<file path="src/rtl/gmp_pkg.sv">
// ----------------------------------------------------------------------------
// gmp_pkg: shared constants, types and helpers
// Command and status codes, sizes and the control structs for the MAC
// and divider units of the message-passing layer.
// ----------------------------------------------------------------------------
`default_nettype none

package gmp_pkg;

  localparam int MAX_NODES     = 64;
  localparam int MAX_IN_WIDTH  = 16;
  localparam int MAX_OUT_WIDTH = 16;
  localparam int MAX_EDGES     = 256;

  localparam int WORD_W = 16;
  localparam int AGG_W  = 25;   // sum of up to MAX_EDGES saturated messages
  localparam int PROD_W = WORD_W + AGG_W;
  localparam int ACC_W  = 48;
  localparam int CNT_W  = 9;    // neighbor count, up to MAX_EDGES

  localparam logic [2:0] CMD_MSG_W     = 3'd0;
  localparam logic [2:0] CMD_UPD_W     = 3'd1;
  localparam logic [2:0] CMD_BIAS      = 3'd2;
  localparam logic [2:0] CMD_FEAT      = 3'd3;
  localparam logic [2:0] CMD_EDGE      = 3'd4;
  localparam logic [2:0] CMD_CLR_EDGES = 3'd5;
  localparam logic [2:0] CMD_COMPUTE   = 3'd6;

  localparam logic [1:0] ST_OK    = 2'd0;
  localparam logic [1:0] ST_FULL  = 2'd1;
  localparam logic [1:0] ST_RANGE = 2'd2;
  localparam logic [1:0] ST_INDEX = 2'd3;

  localparam logic [2:0] CFG_IN_WIDTH   = 3'd0;
  localparam logic [2:0] CFG_OUT_WIDTH  = 3'd1;
  localparam logic [2:0] CFG_NODE_COUNT = 3'd2;
  localparam logic [2:0] CFG_COMBINE    = 3'd3;
  localparam logic [2:0] CFG_SQUASH     = 3'd4;

  localparam logic [1:0] COMB_MAX   = 2'd1;
  localparam logic [1:0] SQ_RELU    = 2'd1;
  localparam logic [1:0] SQ_LEAKY   = 2'd2;
  localparam int         LEAK_Q12   = 41;

  typedef struct packed {
    logic                     clr;
    logic                     en;
    logic signed [WORD_W-1:0] a;
    logic signed [AGG_W-1:0]  b;
  } mac_req_t;

  typedef struct packed {
    logic                    start;
    logic signed [AGG_W-1:0] dividend;
    logic [CNT_W-1:0]        divisor;
  } div_req_t;

  typedef struct packed {
    logic                    done;
    logic signed [AGG_W-1:0] quot;
  } div_rsp_t;

  function automatic logic signed [WORD_W-1:0] sat16(input logic signed [35:0] v);
    logic signed [WORD_W-1:0] r;
    if (v > 36'sd32767) r = 16'sh7fff;
    else if (v < -36'sd32768) r = 16'sh8000;
    else r = v[WORD_W-1:0];
    return r;
  endfunction

endpackage

`default_nettype wire

</file>
<file path="src/rtl/gmp_div.sv">
// ----------------------------------------------------------------------------
// gmp_div: serial signed divider for the mean
// Restoring division, one quotient bit per cycle, truncates toward zero.
// ----------------------------------------------------------------------------
`default_nettype none

module gmp_div import gmp_pkg::*; (
  input  logic     clk_i,
  input  logic     rst_ni,
  input  div_req_t req_i,
  output div_rsp_t rsp_o
);

  logic             busy_q, done_q, neg_q;
  logic [4:0]       step_q;
  logic [CNT_W-1:0] rem_q, dvs_q;
  logic [AGG_W-1:0] quo_q;
  logic [CNT_W:0]   trial;
  logic             take;

  assign trial = {rem_q, quo_q[AGG_W-1]};
  assign take  = trial >= {1'b0, dvs_q};

  always_ff @(posedge clk_i or negedge rst_ni) begin
    if (!rst_ni) begin
      busy_q <= 1'b0;
      done_q <= 1'b0;
      step_q <= '0;
    end else begin
      done_q <= 1'b0;
      if (req_i.start) begin
        busy_q <= 1'b1;
        step_q <= '0;
      end else if (busy_q) begin
        step_q <= step_q + 5'd1;
        if (step_q == 5'(AGG_W - 1)) begin
          busy_q <= 1'b0;
          done_q <= 1'b1;
        end
      end
    end
  end

  always_ff @(posedge clk_i) begin
    if (req_i.start) begin
      neg_q <= req_i.dividend[AGG_W-1];
      quo_q <= req_i.dividend[AGG_W-1] ? -req_i.dividend : req_i.dividend;
      rem_q <= '0;
      dvs_q <= req_i.divisor;
    end else if (busy_q) begin
      rem_q <= take ? CNT_W'(trial - {1'b0, dvs_q}) : trial[CNT_W-1:0];
      quo_q <= {quo_q[AGG_W-2:0], take};
    end
  end

  assign rsp_o.done = done_q;
  assign rsp_o.quot = neg_q ? -$signed(quo_q) : $signed(quo_q);

endmodule

`default_nettype wire

</file>
<file path="config.mk">
export PLATFORM = sky130hd
export DESIGN_NAME = gmp_div
export DESIGN_NICKNAME = d
export VERILOG_FILES = /design/src/rtl/gmp_pkg.sv /design/src/rtl/gmp_div.sv
export SDC_FILE = /design/constraint.sdc
export NUM_CORES = 1
export LEC_CHECK = 0
export ABC_AREA = 1
export BUFFER_PORTS_ARGS = -buffer_cell sky130_fd_sc_hd__buf_4
export CAP_MARGIN = 40
export CORE_ASPECT_RATIO = 0.7
export CORE_MARGIN = 2
export CORE_UTILIZATION = 52
export CTS_CLUSTER_SIZE = 25
export DETAILED_ROUTE_END_ITERATION = 16
export PLACE_DENSITY = 0.77
export SETUP_SLACK_MARGIN = 0.1
export SLEW_MARGIN = 20
export SYNTH_ARGS = -nofsm -noshare
export SYNTH_HDL_FRONTEND = slang
export SYNTH_SLANG_ARGS = --single-unit
</file>
<file path="constraint.sdc">
create_clock -name clk_i -period 2.05 [get_ports clk_i]
set_input_delay 0.615 -clock clk_i [delete_from_list [all_inputs] [get_ports clk_i]]
set_output_delay 0.615 -clock clk_i [all_outputs]
set_load 0.005 [all_outputs]
</file>
==> results by group, run 1 <==
Power and ir drop
  • Pwr Total: 4.33 mW
  • Leak Pwr: 2.68 nW
  • Max VDD drop: 0.528 mV
  • Power Internal: 2.51 mW
  • Logic gate share of total power: 52.9%
  • NetSw: 1.82 mW
  • Clk pwr share: 14.2%
  • Sw Ratio: 42.0%
  • Pwr dens: 780 mW/mm2
  • Seq pwr share: 32.9%

Floorplan
  • Die W: 109 um
  • DIE AREA: 0.00849 mm2
  • IO Pins: 63
  • Die height: 77.7 um
  • Core Region: 0.00742 mm2
  • Rows: 26
  • Starting Density: 54.4%

Critical path
  • Cell breakdown of the critical path: nor2_4, nand3_4, o31ai_1, nand2_2, xor2_1, buf_4
  • Crit-path max FO: 4
  • Worst R2R Path Depth: 11
  • FF-to-FF Start: dvs_q[6]
  • Reg-to-reg slack, setup: 70 ps
  • Crit path DAT: 1990 ps
  • CP max stage delay: 540 ps
  • Worst EP required: 1430 ps
  • CP startpoint kind: register
  • Critical path type: reg2out
  • Worst Setup End Kind: output port
  • R2R Path End: rem_q[0]
  • CP max stage cell: edfxtp_1

STA
  • Fin crit share: 127%
  • Skew final: 12.1 ps
  • Worst-Margin Slew: 618 ps
  • Fmax: 384 MHz
  • Clock period minus worst slack: 2600 ps
  • Final Hold Fails: 0
  • WHS: 85.3 ps
  • Max-slew violation count: 0
  • Worst rel slew slack: 58.8%
  • Setup violators final: 23
  • Setup WS post-layout: -553 ps
  • Unrepaired setup endpoints after global routing: true

Logic synthesis
  • Post-synthesis sequential area ratio: 34.8%
  • Syn Nets: 635
  • Synth Cell Area: 0.00404 mm2
  • Netlist cell types: 34
  • Post-synthesis sequential element count: 51
  • Mapped Cells: 584
  • Synth Warn #: 0
  • Mean post-synth cell area: 6.91 um2

Place
  • Dpl cells: 779
  • Pre-CTS setup slack: -124 ps
  • Hpwl dp: 8.81 mm
  • Final GP Congestion: 0.982
  • Port Buffers: 62

Detailed routing
  • Vias per inst: 5.59
  • Vias: 4521
  • Antenna-violating nets left: 0
  • Residual DRC count: 0
  • Detailed Route Iter0 Violations: 351
  • Routed WL: 12.9 mm
  • Detailed Routing Iterations Pass 1: 5
  • Avg WL per Cell: 16.0 um

GRT
  • Largest net degree at the start of global routing: 35
  • First-pass GRT wire length: 18.9 mm
  • Gr usage total: 28.3%
  • Number of antenna violations at the first check in global routing: 0
  • Vias in the first global route: 3899
  • Gr ovfl total: 0

CTS
  • Clock Pin Slew Worst Setup and Hold Paths: 100 ps
  • Max Buffers Root-to-Sink: 2
  • Clk_lat worst skew: 320 ps
  • Clock Sink Count: 51
  • CTS root buf: clkbuf_8
  • H-tree levels: 2
  • TritonCTS clock tree: done
  • CTS buffer count: 5

Finish
  • Share of cells above drive strength 1: 32.1%
  • Area Growth Syn to Fin: 37.7%
  • Fin util: 74.9%
  • Cell Count, Final, Fillers Out: 809
  • Nets@finish: 761
  • Antenna cells: 0

Run status
  • Failing checks: setup timing
  • Status: finished, violations left

Min path
  • Hold Path Class: in2async

Flow run
  • Max cap viols: 0
## cells in the final DEF, fill, tap and decap left out, types with 2 or more instances in the layout
master and n:
o21ai_2 6, nand2_4 4, nor3_2 4, buf_4 125, xnor2_1 9, xor2_1 18
a31oi_1 2, xnor2_2 2, nor2_2 15, dfrtp_1 7, inv_1 66, nand3b_1 7
buf_6 8, ha_1 11, nand2_8 2, o21ai_1 5, o21ai_0 20, dfxtp_1 9
a21oi_1 11, nand2_2 12, nand3_1 50, o31ai_1 2, nand4_1 11, ha_4 2
nor3_1 5, nor2_4 10, nand3_2 11, clkbuf_8 5, inv_2 7, nand3_4 6
nand2_1 167, edfxtp_1 35, nor2_1 45
## through the flow
stage               area (um2)  TNS (ps)
finish                    5560     -8590
global route              5560    -10670
CTS                       5230     -6960
detailed placement        4950      -851
global placement          4950      -567
floorplan                 4060         0
## critical path, delay by kind of cell, from the launching register on
kind | cells | cell delay (ps)
xor gates and xnor gates | 1 | 170
DFF | 1 | 540
and+or+nand+nor | 3 | 440
buffers and inverters | 1 | 140
AOI/OAI and AO/OA | 1 | 390
## registers in the layout (all words and copies together), names as in the netlist
signal	flops
rem_q	9
quo_q	25
busy_q	1
done_q	1
step_q	5
dvs_q	9
neg_q	1
## cells in the mapped netlist
cell | count | area (um2)
inv_2 | 2 | 7.51
xor2_1 | 19 | 166
o31ai_1 | 2 | 15.0
clkbuf_1 | 7 | 26.3
nand4_1 | 11 | 68.8
or2_2 | 1 | 6.26
nand2_1 | 176 | 661
nand3b_1 | 7 | 52.6
o211ai_1 | 1 | 7.51
buf_6 | 2 | 22.5
o22ai_1 | 1 | 6.26
nand3_2 | 5 | 50.1
nand3_1 | 62 | 310
fa_1 | 1 | 20.0
nor3_1 | 9 | 45.0
buf_2 | 4 | 20.0
nand2_2 | 8 | 50.1
dfxtp_1 | 9 | 180
ha_1 | 13 | 163
dfrtp_1 | 7 | 175
o21ai_0 | 24 | 120
o21ai_2 | 3 | 26.3
xnor2_1 | 11 | 96.3
nor2_4 | 2 | 22.5
a21oi_2 | 1 | 8.76
edfxtp_1 | 35 | 1050
a31oi_1 | 2 | 12.5
nor2_1 | 62 | 233
o21ai_1 | 4 | 20.0
buf_4 | 3 | 22.5
a21boi_0 | 1 | 7.51
a21oi_1 | 11 | 55.1
inv_1 | 72 | 270
nor2_2 | 6 | 37.5
## routing by layer
metal  GRT usage, %  vias up  routed length [um]
met2           40.7      295                5360
met5              0        -                   0
met3           5.38       50                1440
li1               -     2140                   -
met4           5.82        0                 438
met1           43.8     2036                5690
## cells by family after synthesis
| kind of cell | after synthesis | synth area share, % |
|---|---|---|
| simple gates | 349 | 38.1 |
| buf+inv | 90 | 9.14 |
| flops | 51 | 34.8 |
| compound gates | 50 | 6.91 |
| xor+xnor | 30 | 6.51 |
| fa+ha+maj | 14 | 4.53 |
## worst max-delay path by stage
stage,startpoint,end,slack (ps),cells past startpoint
final,quo_q[12],rsp_o[18],-550,6
after global routing,quo_q[12],rsp_o[18],-630,6
after CTS,quo_q[0],rsp_o[18],-400,11
after detailed placement,quo_q[1],rsp_o[18],-120,11
after global placement,quo_q[12],rsp_o[18],-120,6
after floorplan,quo_q[0],rsp_o[18],30,10
## timing repair
action,CTS,global route
resized for setup,27,60
endpoints found under the hold margin,0,0
endpoints found under the setup margin,33,34
pin swaps,13,22
buffers inserted,12,9
hold buffers,0,0
gates cloned,0,1
## power by group through the flow
stage          combinational (mW)  clock [mW]  sequential, mW
3_3_place_gp                 1.77           0            1.41
2_1_floorplan                1.15           0            1.39
5_1_grt                      2.47       0.661            1.44
3_5_place_dp                 1.82           0            1.41
4_1_cts                      1.91       0.625            1.40
6_report                     2.29       0.617            1.43
## final cells by class
class / count / area, um2
Multi-Input combinational cell: 444 / 2610
Fill cell: 567 / 1860
Clock inverter: 3 / 23.8
Clock buffer: 5 / 68.8
Timing Repair Buffer: 134 / 1050
Inverter: 74 / 280
Tap cell: 98 / 123
Sequential cell: 51 / 1410
(Power assumes the default switching activity.)
==> run 2: changes to the inputs <==
- CELL_PAD_IN_SITES_DETAIL_PLACEMENT: default -> 0
- CELL_PAD_IN_SITES_GLOBAL_PLACEMENT: default -> 1
- CORE_UTILIZATION: 52 -> 37
- PLACE_DENSITY: 0.77 -> 0.79
==> run 2 against run 1 <==
  * The flow still finishes with violations (setup timing)
  * Count of clock-buffer cells in the layout increased by 1
  * Largest power group unchanged
  * Sequential power about the same
  * Combinational power increased by 5%
  * Register-to-register slack improved by 40 ps
  * Final area increased by 5.4%
  * Global-route usage decreased by 6.9 points
  * Sequential cell count unchanged
  * Critical path depth increased by 7
  * Clock power increased by 39%
==> results by group, run 2 (synthesized netlist as in run 1, its figures left out) <==
Detailed routing
  • Antenna-violating nets left: 0 (unchanged)
  • Residual DRC count: 0 (unchanged)
  • Avg WL per Cell: 14.8 um (-7.3%)
  • Detailed Route Iter0 Violations: 383 (+9.1%)
  • Vias per inst: 5.00 (-11%)
  • Routed WL: 12.7 mm (-1.9%)
  • Detailed Routing Iterations Pass 1: 5 (unchanged)
  • Vias: 4278 (-5.4%)

Finish
  • Nets@finish: 774 (+1.7%)
  • Fin util: 55.9% (-19 points)
  • Area Growth Syn to Fin: 45.1%
  • Largest reg by FF count: quo_q
  • Commonest non-fill, non-tap cells in the layout: nand2_1 (160), buf_4 (131), inv_1 (67)
  • Antenna cells: 0 (unchanged)
  • Most common cell after layout, fill and taps aside: nand2_1
  • Share of cells above drive strength 1: 35.5% (+3.4 points)
  • Largest regs: quo_q x25, dvs_q x9, rem_q x9
  • Max reg flops: 25 (unchanged)

CTS
  • TritonCTS clock tree: done
  • Clk_lat worst skew: 300 ps (-20 ps)
  • Hold-fix buffers, CTS: 0 (unchanged)
  • CTS root buf: clkbuf_16
  • Clock Sink Count: 51 (unchanged)
  • H-tree levels: 2 (unchanged)
  • Clock Pin Slew Worst Setup and Hold Paths: 70 ps (-30 ps)
  • Max Buffers Root-to-Sink: 2 (unchanged)
  • CTS buffer count: 5 (unchanged)

Place
  • Hpwl dp: 9.46 mm (+7.4%)
  • Port Buffers: 62 (unchanged)
  • Final GP Congestion: 0.861 (-12%)

Floorplan
  • Core Region: 0.0105 mm2 (+41%)
  • Die W: 129 um (+18%)
  • Die height: 91.4 um (+18%)
  • Rows: 31 (+19%)
  • IO Pins: 63 (unchanged)
  • Starting Density: 38.5% (-16 points)
  • DIE AREA: 0.0118 mm2 (+39%)

Critical path
  • CP max stage delay: 420 ps (-120 ps)
  • Crit path DAT: 1850 ps (-140 ps)
  • Reg-to-reg slack, setup: 110 ps (+40 ps)
  • CP max stage cell: edfxtp_1
  • CP most frequent cell: nand2_1
  • Crit-path max FO: 3 (-1)
  • Worst Setup End Kind: output port
  • Worst EP required: 1430 ps (about the same)
  • Cell breakdown of the critical path: inv_2, ha_4, nand2_4, nor2_4, inv_2, nor2_4, buf_4, nand3_1, nand2_1, nand2_1, nand2_1, nand2_1, buf_4
  • CP startpoint kind: register
  • Critical path type: reg2out

Run status
  • Failing checks: setup timing
  • Status: finished, violations left

GRT
  • Number of antenna violations at the first check in global routing: 0 (unchanged)
  • First-pass GRT wire length: 19.8 mm (+4.8%)
  • Gr ovfl total: 0 (unchanged)
  • Gr usage total: 21.4% (-6.9 points)
  • Largest net degree at the start of global routing: 35 (unchanged)
  • Vias in the first global route: 3993 (+2.4%)

Power and ir drop
  • Max VDD drop: 0.392 mV (-26%)
  • Seq pwr share: 30.4% (-2.5 points)
  • Logic gate share of total power: 51.2% (-1.7 points)
  • Power Internal: 2.81 mW (+12%)
  • Leak Pwr: 2.82 nW (+5.2%)
  • Pwr dens: 799 mW/mm2 (+2.4%)
  • NetSw: 1.87 mW (+2.6%)
  • Clk pwr share: 18.3% (+4.1 points)
  • Sw Ratio: 40.0% (-2.0 points)

STA
  • Final Hold Fails: 0 (unchanged)
  • Skew final: 5.62 ps (-6.52 ps)
  • Clock period minus worst slack: 2470 ps (-138 ps)
  • Unrepaired setup endpoints after global routing: true
  • Worst-Margin Slew: 597 ps (-20.4 ps)
  • Fin crit share: 120% (-6.7 points)
  • Worst rel slew slack: 60.1% (+1.4 points)
  • Max-slew violation count: 0 (unchanged)
  • Fmax: 406 MHz (+5.6%)
  • WHS: 107 ps (+21.9 ps)
  • Setup violators final: 23 (unchanged)
  • Setup WS post-layout: -416 ps (+138 ps)

Min path
  • Hold Path Class: in2async

Flow run
  • Max cap viols: 0 (unchanged)
run 2: per-layer routing:
metal	vias to the layer above	global-route usage (%)	routed length [um]
met3	12	3.77	830
met5	-	0	0
li1	2161	-	-
met2	151	29.8	5090
met4	0	3.44	128
met1	1954	34.2	6650
run 2: power by group through the flow:
| stage | registers, mW | logic [mW] | clock network (mW) |
|---|---|---|---|
| after floorplan | 1.39 | 1.15 | 0 |
| after global placement | 1.41 | 1.83 | 0 |
| after detailed placement | 1.42 | 1.86 | 0 |
| after CTS | 1.41 | 1.99 | 0.869 |
| after global routing | 1.44 | 2.62 | 0.910 |
| final | 1.42 | 2.40 | 0.857 |
run 2: worst paths after layout:
| check | startpoint | end | cells past startpoint |
|---|---|---|---|
| setup / recovery | quo_q[0] | rsp_o[24] | 13 |
| hold reg to reg | step_q[4] | step_q[4] | 1 |
| min in group clk_i | step_q[4] | step_q[4] | 1 |
| max in group asynchronous | rst_ni | step_q[0] | 1 |
| hold / removal | rst_ni | step_q[2] | 1 |
| setup reg to reg | quo_q[24] | rem_q[6] | 11 |
run 2: layout make-up:
cell class                 count  area (um2)
fill                         992        4620
multi-input combinational    444        2670
sequential                    51        1410
timing repair buffer         147        1180
inverter                      74         283
tap                          132         165
clock buffer                   6         129
clock inverter                 2        15.0
run 2: what timing repair did:
item / 4_1_cts / 5_1_grt
endpoints found under the setup margin: 32 / 34
gates cloned: 0 / 1
hold endpoints to repair: 0 / 0
buffers inserted: 13 / 15
pin swaps: 17 / 35
resized for setup: 47 / 70
run 2: per-stage QoR:
step / cell area [um2] / worst slack, ps / power [mW] / TNS [ps] / instances
finish: 5860 / -416 / 4.68 / -7170 / 856
global route: 5860 / -521 / 4.97 / -9220 / 856
CTS: 5440 / -403 / 4.27 / -6690 / 840
detailed placement: 5040 / -180 / 3.28 / -1530 / 819
global placement: 5040 / -161 / 3.24 / -1050 / 819
floorplan: 4060 / 32.2 / 2.54 / 0 / 584
run 2: worst max-delay path: cells and delay by family, from the launching register on:
| kind | cells | cell delay [ps] |
|---|---|---|
| fa+ha+maj | 1 | 150 |
| flops | 1 | 420 |
| buf+inv | 4 | 410 |
| simple gates | 8 | 580 |
