## config.mk

```make
export PLATFORM = sky130hd
export DESIGN_NAME = gmp_mac
export DESIGN_NICKNAME = d
export VERILOG_FILES = /design/src/rtl/gmp_pkg.sv /design/src/rtl/gmp_mac.sv
export SDC_FILE = /design/constraint.sdc
export NUM_CORES = 1
export LEC_CHECK = 0
export ABC_AREA = 1
export BUFFER_PORTS_ARGS = -buffer_cell sky130_fd_sc_hd__buf_2
export CELL_PAD_IN_SITES_DETAIL_PLACEMENT = 1
export CELL_PAD_IN_SITES_GLOBAL_PLACEMENT = 2
export CORE_MARGIN = 3
export CORE_UTILIZATION = 40
export CTS_CLUSTER_SIZE = 30
export DETAILED_ROUTE_END_ITERATION = 10
export GPL_ROUTABILITY_DRIVEN = 0
export GPL_TIMING_DRIVEN = 0
export PLACE_DENSITY = 0.95
export REMOVE_ABC_BUFFERS = 1
export SETUP_SLACK_MARGIN = 0.02
export SLEW_MARGIN = 20
export SYNTH_ARGS = -nofsm -noshare
export SYNTH_HDL_FRONTEND = slang
export SYNTH_SLANG_ARGS = --single-unit
```

## constraint.sdc

```tcl
create_clock -name clk_i -period 5.39 [get_ports clk_i]
set_clock_uncertainty 0.2 [all_clocks]
set_input_delay 0.539 -clock clk_i [delete_from_list [all_inputs] [get_ports clk_i]]
set_output_delay 0.539 -clock clk_i [all_outputs]
set_load 0.005 [all_outputs]
```

## src/rtl/gmp_pkg.sv

```systemverilog
// ----------------------------------------------------------------------------
// gmp_pkg: shared constants, types and helpers
// Command and status codes, sizes and the control structs for the MAC
// and divider units of the message-passing layer.
// ----------------------------------------------------------------------------
`default_nettype none

package gmp_pkg;

  localparam int MAX_NODES     = 64;
  localparam int MAX_IN_WIDTH  = 16;
  localparam int MAX_OUT_WIDTH = 16;
  localparam int MAX_EDGES     = 256;

  localparam int WORD_W = 16;
  localparam int AGG_W  = 25;   // sum of up to MAX_EDGES saturated messages
  localparam int PROD_W = WORD_W + AGG_W;
  localparam int ACC_W  = 48;
  localparam int CNT_W  = 9;    // neighbor count, up to MAX_EDGES

  localparam logic [2:0] CMD_MSG_W     = 3'd0;
  localparam logic [2:0] CMD_UPD_W     = 3'd1;
  localparam logic [2:0] CMD_BIAS      = 3'd2;
  localparam logic [2:0] CMD_FEAT      = 3'd3;
  localparam logic [2:0] CMD_EDGE      = 3'd4;
  localparam logic [2:0] CMD_CLR_EDGES = 3'd5;
  localparam logic [2:0] CMD_COMPUTE   = 3'd6;

  localparam logic [1:0] ST_OK    = 2'd0;
  localparam logic [1:0] ST_FULL  = 2'd1;
  localparam logic [1:0] ST_RANGE = 2'd2;
  localparam logic [1:0] ST_INDEX = 2'd3;

  localparam logic [2:0] CFG_IN_WIDTH   = 3'd0;
  localparam logic [2:0] CFG_OUT_WIDTH  = 3'd1;
  localparam logic [2:0] CFG_NODE_COUNT = 3'd2;
  localparam logic [2:0] CFG_COMBINE    = 3'd3;
  localparam logic [2:0] CFG_SQUASH     = 3'd4;

  localparam logic [1:0] COMB_MAX   = 2'd1;
  localparam logic [1:0] SQ_RELU    = 2'd1;
  localparam logic [1:0] SQ_LEAKY   = 2'd2;
  localparam int         LEAK_Q12   = 41;

  typedef struct packed {
    logic                     clr;
    logic                     en;
    logic signed [WORD_W-1:0] a;
    logic signed [AGG_W-1:0]  b;
  } mac_req_t;

  typedef struct packed {
    logic                    start;
    logic signed [AGG_W-1:0] dividend;
    logic [CNT_W-1:0]        divisor;
  } div_req_t;

  typedef struct packed {
    logic                    done;
    logic signed [AGG_W-1:0] quot;
  } div_rsp_t;

  function automatic logic signed [WORD_W-1:0] sat16(input logic signed [35:0] v);
    logic signed [WORD_W-1:0] r;
    if (v > 36'sd32767) r = 16'sh7fff;
    else if (v < -36'sd32768) r = 16'sh8000;
    else r = v[WORD_W-1:0];
    return r;
  endfunction

endpackage

`default_nettype wire

```

## src/rtl/gmp_mac.sv

```systemverilog
// ----------------------------------------------------------------------------
// gmp_mac: shared multiply-accumulate unit
// Registered product, then accumulate; clear restarts the sum.
// ----------------------------------------------------------------------------
`default_nettype none

module gmp_mac import gmp_pkg::*; (
  input  logic                    clk_i,
  input  logic                    rst_ni,
  input  mac_req_t                req_i,
  output logic                    busy_o,
  output logic signed [ACC_W-1:0] acc_o
);

  logic signed [PROD_W-1:0] prod_q;
  logic                     pvld_q;
  logic signed [ACC_W-1:0]  acc_q;

  always_ff @(posedge clk_i or negedge rst_ni) begin
    if (!rst_ni) begin
      pvld_q <= 1'b0;
      acc_q  <= '0;
    end else begin
      pvld_q <= req_i.en;
      if (req_i.clr) begin
        acc_q <= '0;
      end else if (pvld_q) begin
        acc_q <= acc_q + {{(ACC_W-PROD_W){prod_q[PROD_W-1]}}, prod_q};
      end
    end
  end

  always_ff @(posedge clk_i) begin
    prod_q <= $signed({{AGG_W{req_i.a[WORD_W-1]}}, req_i.a}) *
              $signed({{WORD_W{req_i.b[AGG_W-1]}}, req_i.b});
  end

  assign busy_o = pvld_q;
  assign acc_o  = acc_q;

endmodule

`default_nettype wire

```

==> out/metrics.yaml, run 1 <==
grt:
  antenna_found_initial: 0
  grt_pass1_wl_um: 124000
  grt_max_degree: 50
  grt_pass1_vias: 23700
  grt_use_total_pct: 26.5
  overflow: 0
clocking:
  numCtsBuffers: 9
  cts_sinks: 90
  clkLatencyLatePin_ns: 0.37
  path_clk_slew_ns: 0.07
  clk_path_buf_depth: 2
  root_buffer: "clkbuf_16"
  htreeDepth: 3
  ctsHoldBuffers: 0
  cts_tree: "yes"
logic_synthesis:
  muxShareOfSynthArea_pct: 0
  synth-simple-area-share_pct: 25.3
  synthCells: 3254
  yosysUniqueCellTypes: 39
  synth_xor_area_share_pct: 1.44
  yosys_warnings: 0
  synth_top_area_share_pct: 34.7
  async_flop_share_pct: 54.4
  synth_edf_count: 0
  synth_compound_area_share_pct: 3.88
  seq_area_frac_synth_pct: 9.12
  synth.area.top_cells: "fa_1 35%, nand2_1 17%, inv_1 16%"
  syn_area_per_cell_um2: 6.89
  synth_top_family_by_area: "adder cells"
  yosysTopAreaCell: "fa_1"
  ys_ff_latch: 90
  netlist_area_mm2: 0.0224
  synth_fa_ha_area_share_pct: 42.9
  synth-main-ff-cell: "dfrtp_1"
worst_setup_path:
  critPathMaxFanout: 15
  reg2reg_from: "acc_o[0]$_DFFE_PN0P_"
  cp-end-kind: "register"
  start_kind: "input pin"
  regToRegEndpoint: "acc_o[28]$_DFFE_PN0P_"
  rrSetupSlack_ns: 2.52
  arrival_ns: 5.78
  worstPathRequired_ns: 5.43
  r2r_cells: 11
  crit_type: "in2reg"
sta:
  holdWs_ns: 0.0439
  setup_ws_ns: -0.353
  finalCritPeriodShare_pct: 107
  slew_headroom_pct: 49.2
  tns_ns: -4.15
  setup_viol: 25
  slew_viol_final: 0
  tightest_slew_ns: 0.762
  rsz0062_at_grt: "yes"
  fin_crit_ns: 5.74
  timing.fmax_ghz: 0.174
  hold_violations: 0
floorplanning:
  die_h_um: 243
  die_area_mm2: 0.0590
  core_mm2: 0.0553
  start_util_pct: 40.6
  die_w_um: 243
  num_rows: 86
  ios: 94
drt:
  vias: 21100
  drtIter0Drc: 1164
  drc: 0
  routed_via_density: 5.18
  drt_pass1_iterations: 5
  ant_nets: 0
  drt-total-wl_um: 85800
  wl_per_cell_um: 21.0
hold_path:
  min_path_type: "in2async"
outcome:
  violations: "negative setup slack"
  status: "complete, but fails checks"
placement:
  io_buffers: 93
  hpwl_um: 61300
  dp_slack_ns: -1.85
flow_run:
  drv_cap: 0
finish:
  n_fill_cell: 7022
  finalNetCount: 3910
  drive_gt1_share_pct: 17.3
  area_growth_pct: 19.3
synth_stat cells (7+ instances only):
library cell  instances
dfrtp_1              49
dfxtp_1              41
nor2_1              158
nor3_2                7
fa_1                389
nand4_1              24
nand2_2              21
nand2_1            1037
xnor2_1              12
xor2_1               25
clkbuf_1             96
o21ai_1              12
nand3_1              94
nor2_2               24
a21oi_1              79
o21ai_0              44
o21bai_1              8
nor3_1               11
inv_1               929
ha_1                147
area by class of cell:
cell class | count | area, um^2 | area share (%)
diodes | 1 | 2.50 | 0.00935
clock buffers | 12 | 258 | 0.963
clock inverters | 4 | 35.0 | 0.131
inverters | 935 | 3520 | 13.2
multi-input cells | 2128 | 18200 | 68.0
flip-flops and latches | 90 | 2050 | 7.65
well taps | 748 | 936 | 3.50
repair buffers | 164 | 1760 | 6.56
repair inverters | 1 | 7.51 | 0.0280
worst max-delay path by stage:
stage,endpoint,start,slack [ns]
finish,prod_q[39]$_DFF_P_,req_i[14],-0.35
global route,prod_q[39]$_DFF_P_,req_i[14],-0.49
CTS,prod_q[27]$_DFF_P_,req_i[40],-0.13
detailed placement,prod_q[39]$_DFF_P_,req_i[27],-1.85
global placement,prod_q[39]$_DFF_P_,req_i[27],-1.69
floorplan,prod_q[40]$_DFF_P_,req_i[24],-0.20
sequential cells by signal, summed over array words and instances, names as in the netlist:
| name | flops |
|---|---|
| prod_q | 41 |
| acc_o | 48 |
| busy_o | 1 |
worst max-delay path, stage by stage:
cell and delay (ns):
buf_16 0.14, nand2_2 0.08, fa_1 0.56, inv_1 0.08, fa_1 0.56, inv_1 0.06
fa_1 0.54, inv_1 0.07, fa_2 0.41, fa_1 0.53, inv_1 0.06, fa_1 0.50
inv_1 0.10, ha_4 0.28, nand2_2 0.08, nand2_2 0.07, nand3_1 0.10, nand2_2 0.16
a21oi_4 0.27, nand2_1 0.09, nand2_1 0.21, nand3_1 0.10, nand2_1 0.07, nand2_1 0.06
logic make-up after synthesis:
kind of cell | Yosys count
compound gates | 159
xor+xnor | 37
fa+ha+maj | 536
buf+inv | 1036
flops | 90
simple gates | 1396
layout by cell type (no fill, tap or decap), types with 4 or more instances in the layout:
cell | synthesis | routed
xor2_2 | 0 | 9
o21ai_1 | 12 | 18
a21oi_1 | 79 | 47
nand3_1 | 94 | 82
nand3b_1 | 4 | 4
or2_2 | 6 | 5
nor2_4 | 3 | 39
buf_6 | 0 | 18
buf_8 | 0 | 10
o21ai_2 | 2 | 12
fa_2 | 0 | 24
fa_1 | 389 | 365
buf_12 | 0 | 13
inv_2 | 6 | 44
nand2_8 | 0 | 4
dfxtp_1 | 41 | 41
nor3_2 | 7 | 8
o21bai_1 | 8 | 5
a21oi_4 | 0 | 14
nand2_4 | 0 | 24
nor2_2 | 24 | 47
a21o_1 | 4 | 4
ha_1 | 147 | 117
nor2_1 | 158 | 99
buf_4 | 0 | 51
xor2_1 | 25 | 15
xnor2_1 | 12 | 10
clkbuf_16 | 0 | 15
buf_16 | 0 | 12
o21ai_0 | 44 | 26
ha_4 | 0 | 27
nor3_4 | 0 | 7
nand2_2 | 21 | 79
buf_2 | 2 | 53
dfrtp_1 | 49 | 49
nand3_2 | 4 | 14
nand4_1 | 24 | 24
inv_1 | 929 | 887
nand2_1 | 1037 | 951
a21oi_2 | 3 | 21
per-stage QoR:
stage | util [%] | instances | cell area [um^2]
CTS | 46.1 | 4051 | 25500
detailed placement | 42.5 | 3996 | 23500
floorplan | - | 3153 | 22100
finish | 48.4 | 4083 | 26800
global placement | 42.4 | 3994 | 23500
global route | 48.4 | 4082 | 26800
repair_timing:
item                                    4_1_cts  5_1_grt
pin swaps                                    93      115
endpoints found under the setup margin       29       27
setup buffers                                35       28
cloned                                        4        5
gates resized for setup                     344      256
per-layer routing:
layer  wire [um]  share of wire, %  vias to the layer above  GRT usage [%]
met4        4680               5.5                        0           9.63
met5           0                 0                        -              0
met3        4230               4.9                      306           2.49
li1            -                 -                     9435              -
met2       43600                51                      725           49.1
met1       33300                39                    10700           31.9
Power of run 1 is left out: the tool's default activity adds up to more than one toggle a clock period on the data nets, which glitch-free logic cannot reach.
==> inputs of run 2 (changes only) <==
Settings changed: PLACE_DENSITY 0.95 to 0.87, SLEW_MARGIN 20 to 15.
==> run 2 against run 1 <==
Compared with the run above:
- the run still ends with negative setup slack left
- non-clock buffer count down 8
- sequential cell count unchanged
- first-iteration DRC count down 21%
- wire length down 11%
- global-route usage down 0.56 points
- cell area down 2.0%
- critical path depth down 1
- hold slack worse by 0.0051 ns
- core utilization down 0.99 points
- final cell count down 0.22%
- via count down 4.5%
- critical endpoint is now prod_q[30]$_DFF_P_
- highest routed layer unchanged
==> out/metrics.yaml, run 2 (synthesized netlist as in run 1, its figures left out) <==
outcome:
  status: "complete, but fails checks"
  violations: "negative setup slack"
clocking:
  cts_sinks: 90  # unchanged
  cts_tree: "yes"
  htreeDepth: 3  # unchanged
  clk_path_buf_depth: 2  # unchanged
  root_buffer: "clkbuf_16"
  numCtsBuffers: 9  # unchanged
  path_clk_slew_ns: 0.07  # about the same
  ctsHoldBuffers: 0  # unchanged
  clkLatencyLatePin_ns: 0.37  # about the same
worst_setup_path:
  worst_path_max_delay_cell: "fa_2"
  critPathMaxFanout: 9  # -6
  start_kind: "input pin"
  path_cells: "buf_12, clkinvlp_4, buf_12, or2_4, fa_1, fa_1, inv_2, fa_2, fa_2, fa_1, inv_2, fa_1, inv_2, ha_4, buf_6, a21oi_4, o21ai_4, a21oi_4, nor2_1, nor2_1, nand2_1, nand2_1, nand2_2"
  rrSetupSlack_ns: 2.43  # -0.09 ns
  cp.depth: 23  # -4.2%
  r2r_cells: 11  # unchanged
  worstPathRequired_ns: 5.43  # about the same
  arrival_ns: 5.55  # -0.23 ns
  reg2reg_from: "acc_o[0]$_DFFE_PN0P_"
  regToRegEndpoint: "acc_o[28]$_DFFE_PN0P_"
  cp_num_buf_inv: 7  # +1
  path_delay_family: "adder cells"
  cpMostUsedCell: "fa_1"
  cp-end-kind: "register"
  critical-path-max-stage-delay_ns: 0.53  # -0.03 ns
  crit_start: "req_i[40]"
  worstSetupEndpoint: "prod_q[30]$_DFF_P_"
  crit_type: "in2reg"
grt:
  antenna_found_initial: 0  # unchanged
  grt_pass1_wl_um: 122000  # -2.1%
  grt_use_total_pct: 26.0  # -0.56 points
  grt_pass1_vias: 22800  # -3.8%
  grt_max_degree: 50  # unchanged
  overflow: 0  # unchanged
finish:
  layout_commonest_cell: "nand2_1"
  drive_gt1_share_pct: 15.2  # -2.1 points
  diodes: 0  # -1
  finalNetCount: 3902  # -0.20%
  largest_reg_flops: 48  # unchanged
  final_cell_mix: "973 x nand2_1, 904 x inv_1, 372 x fa_1, 117 x ha_1, 112 x nor2_1"
  area_growth_pct: 16.9
sta:
  slew_headroom_pct: 43.6  # -5.6 points
  timing.fmax_ghz: 0.182  # +4.3%
  fin_crit_ns: 5.51  # -0.237 ns
  tightest_slew_ns: 0.845  # +0.0830 ns
  setup_viol: 19  # -24%
  setup_ws_ns: -0.116  # +0.237 ns
  tns_ns: -1.05  # +3.10 ns
  rsz0062_at_grt: "yes"
  slew_viol_final: 0  # unchanged
  finalCritPeriodShare_pct: 102  # -4.4 points
  hold_violations: 0  # unchanged
floorplanning:
  ios: 94  # unchanged
  num_rows: 86  # unchanged
  core_mm2: 0.0553  # unchanged
  die_area_mm2: 0.0590  # unchanged
  die_h_um: 243  # unchanged
  start_util_pct: 40.6  # unchanged
  die_w_um: 243  # unchanged
placement:
  io_buffers: 93  # unchanged
  hpwl_um: 61300  # about the same
drt:
  drtIter0Drc: 924  # -21%
  wl_per_cell_um: 18.7  # -11%
  wl_met1_um: 32900  # -0.97%
  routed_via_density: 4.96  # -4.2%
  met2_wirelength_um: 38800  # -11%
  drc: 0  # unchanged
  route.met3.wl_um: 2400  # -43%
  ant_nets: 0  # unchanged
  drt-total-wl_um: 76400  # -11%
  vias: 20200  # -4.5%
  dr.max_layer_used: "met4"
  drt_pass1_iterations: 5  # unchanged
flow_run:
  drv_cap: 0  # unchanged
hold_path:
  min_path_type: "in2async"
[run 2: changes by cell type in the layout (fill, tap and decap cells not counted), moves of 11 or more]
cell | before | now
inv_2 | 44 | 28
nand2_1 | 951 | 973
nor2_4 | 39 | 25
nand2_2 | 79 | 68
nor2_1 | 99 | 112
inv_1 | 887 | 904
[run 2: cell type report]
type                       instances  area, um^2
clock buffer                      12         278
clock inverter                     4        35.0
fill                            7076       29100
inverter                         935        3520
multi-input combinational       2128       17900
sequential                        90        2050
tap                              748         936
timing repair buffer             156        1520
timing repair inverter             1        7.51
[run 2: metal layers]
metal  vias up  track usage [%]
met5         -                0
met4         0             6.99
li1       9400                -
met2       414             47.8
met1     10300             33.0
met3       125             1.49
[run 2: worst min path at each step]
stage	startpoint	to	slack, ns
2_1_floorplan	rst_ni	acc_o[0]$_DFFE_PN0P_	0.04
3_3_place_gp	acc_o[45]$_DFFE_PN0P_	acc_o[45]$_DFFE_PN0P_	0.29
3_5_place_dp	acc_o[46]$_DFFE_PN0P_	acc_o[46]$_DFFE_PN0P_	0.30
4_1_cts	rst_ni	acc_o[1]$_DFFE_PN0P_	0.06
5_1_grt	req_i[41]	busy_o$_DFF_PN0_	0.07
6_report	rst_ni	acc_o[3]$_DFFE_PN0P_	0.04
[run 2: through the flow]
step	area (um^2)	worst slack [ns]	util [%]	hold slack, ns	cells
3_3_place_gp	23500	-1.65	42.4	0.293	3994
6_report	26200	-0.116	47.4	0.0388	4074
2_1_floorplan	22100	-0.198	-	0.0434	3153
4_1_cts	25400	-0.0867	45.9	0.0571	4044
5_1_grt	26200	-0.253	47.4	0.0712	4074
3_5_place_dp	23500	-1.76	42.5	0.305	3996
[run 2: timing repair]
item	4_1_cts	5_1_grt
pin swaps	49	73
resized for setup	325	149
buffers inserted	28	28
gates cloned	4	2
setup endpoints to repair	27	25
Power of run 2 is left out for the same reason.
==> inputs of run 3 (changes only) <==
Settings changed: REMOVE_ABC_BUFFERS 1 to not set.
==> run 3 against run 2 <==
Compared with the run above:
- the run still ends with negative setup slack left
- cell area is 7.9% higher
- non-clock buffer count up 127
- sequential cell count unchanged
- clock-buffer cell count increased by 2
- global-route usage grew 4.1 points
- sequential share of layout area decreased by 0.57 points
- critical endpoint is now prod_q[32]$_DFF_P_
==> out/metrics.yaml, run 3 (synthesized netlist as in run 1, its figures left out) <==
clocking:
  htreeDepth: 3  # unchanged
  cts_tree: "yes"
  clkLatencyLatePin_ns: 0.36  # about the same
  clk_path_buf_depth: 2  # unchanged
  cts_sinks: 90  # unchanged
  numCtsBuffers: 9  # unchanged
  path_clk_slew_ns: 0.07  # about the same
  root_buffer: "clkbuf_16"
grt:
  antenna_found_initial: 0  # unchanged
  overflow: 0  # unchanged
  grt_max_degree: 50  # unchanged
  grt_pass1_vias: 24100  # +5.6%
  grt_use_total_pct: 30.1  # +4.1 points
  grt_pass1_wl_um: 136000  # +12%
drt:
  drt_pass1_iterations: 5  # unchanged
  drtIter0Drc: 987  # +6.8%
  routed_via_density: 5.01  # +1.1%
  drt-total-wl_um: 88800  # +16%
  ant_nets: 0  # unchanged
  drc: 0  # unchanged
  wl_per_cell_um: 21.1  # +13%
  vias: 21000  # +4.2%
logic_synthesis:
  syn_nets: 3835
worst_setup_path:
  arrival_ns: 5.66  # +0.11 ns
  critPathMaxFanout: 6  # -3
  worstPathRequired_ns: 5.44  # about the same
  r2r_cells: 13  # +2
  critical-path-max-stage-delay_ns: 0.59  # +0.06 ns
  worst_path_max_delay_cell: "fa_2"
  path_delay_family: "adder cells"
  crit_type: "in2reg"
  start_kind: "input pin"
  reg2reg_from: "acc_o[0]$_DFFE_PN0P_"
  path_cells: "buf_12, clkbuf_16, nand2_4, inv_2, fa_1, inv_2, fa_1, fa_1, inv_2, fa_2, fa_1, inv_2, fa_2, inv_2, ha_4, a21oi_4, nor2_2, nor2_2, a21boi_4, nor2_1, nor2_1, nand2_1, nand2_1, nand2_1"
  cp-end-kind: "register"
  rrSetupSlack_ns: 2.51  # +0.08 ns
  cpMostUsedCell: "inv_2"
  cp_num_buf_inv: 7  # unchanged
  regToRegEndpoint: "acc_o[32]$_DFFE_PN0P_"
sta:
  slew_viol_final: 0  # unchanged
  slew_headroom_pct: 36.2  # -7.4 points
  timing.fmax_ghz: 0.178  # -1.9%
  hold_violations: 0  # unchanged
  tightest_slew_ns: 0.958  # +0.113 ns
  setup_ws_ns: -0.222  # -0.105 ns
  holdWs_ns: 0.0576  # +0.0188 ns
  fin_crit_ns: 5.61  # +0.105 ns
  rsz0062_at_grt: "yes"
  finalCritPeriodShare_pct: 104  # +2.0 points
  setup_viol: 25  # +6
outcome:
  status: "complete, but fails checks"
  violations: "negative setup slack"
floorplanning:
  num_rows: 86  # unchanged
  die_w_um: 243  # unchanged
  core_mm2: 0.0553  # unchanged
  die_area_mm2: 0.0590  # unchanged
  ios: 94  # unchanged
  die_h_um: 243  # unchanged
  start_util_pct: 40.6  # unchanged
finish:
  area_growth_pct: 26.1
  drive_gt1_share_pct: 20.6  # +5.4 points
  layout_commonest_cell: "nand2_1"
  fin_cells: 4200  # +3.1%
  largest_reg_flops: 48  # unchanged
  n_fill_cell: 6881  # -2.8%
  diodes: 0  # unchanged
  final_cell_mix: "950 x nand2_1, 868 x inv_1, 352 x fa_1, 117 x ha_1, 104 x nor2_1"
  finalNetCount: 4028  # +3.2%
  stdcell_area_mm2: 0.0283  # +7.9%
hold_path:
  min_path_type: "in2async"
placement:
  dp.cells: 4060  # +1.6%
  hpwl_um: 71400  # +17%
  io_buffers: 58  # -38%
  place_area_mm2: 0.0245  # +4.3%
flow_run:
  drv_cap: 0  # unchanged
-- run 3: worst max path at each step --
stage | from | end | slack (ns) | cells after the start
2_1_floorplan | req_i[28] | prod_q[40]$_DFF_P_ | -0.12 | 20
6_report | req_i[31] | prod_q[32]$_DFF_P_ | -0.22 | 24
4_1_cts | req_i[29] | prod_q[35]$_DFF_P_ | -0.11 | 25
3_3_place_gp | req_i[40] | prod_q[40]$_DFF_P_ | -1.37 | 22
5_1_grt | req_i[31] | prod_q[32]$_DFF_P_ | -0.39 | 24
3_5_place_dp | req_i[40] | prod_q[24]$_DFF_P_ | -1.50 | 20
-- run 3: area by class of cell --
class	count	area, um^2	share of cell area, %
flip-flops and latches	90	2050	7.24
well taps	748	936	3.31
inverters	935	3520	12.4
multi-input cells	2128	18200	64.4
repair buffers	182	1450	5.11
clock inverters	2	11.3	0.0398
plain buffers	101	1840	6.49
clock buffers	14	265	0.938
-- run 3: metrics by stage --
| stage | utilization [%] | TNS (ns) | setup slack [ns] |
|---|---|---|---|
| 2_1_floorplan | - | -0.731 | -0.122 |
| 3_3_place_gp | 44.3 | -32.22 | -1.37 |
| 3_5_place_dp | 44.4 | -34.95 | -1.50 |
| 4_1_cts | 49.4 | -1.47 | -0.112 |
| 5_1_grt | 51.1 | -7.03 | -0.386 |
| 6_report | 51.1 | -3.06 | -0.222 |
-- run 3: layer usage --
layer  global-route usage [%]  vias up  routed length (um)
li1                         -     9669                   -
met2                     54.7      537               44900
met5                        0        -                   0
met1                     33.9    10600               33800
met4                     18.3        0                6720
met3                     2.96      280                3370
-- run 3: what timing repair did --
action                                  in CTS  in global routing
setup buffers                               82                 38
gates resized for setup                    385                215
hold buffers                                 0                  0
endpoints found under the setup margin      31                 27
pin swaps                                  127                149
gates cloned                                 5                  1
Power of run 3 is left out for the same reason.
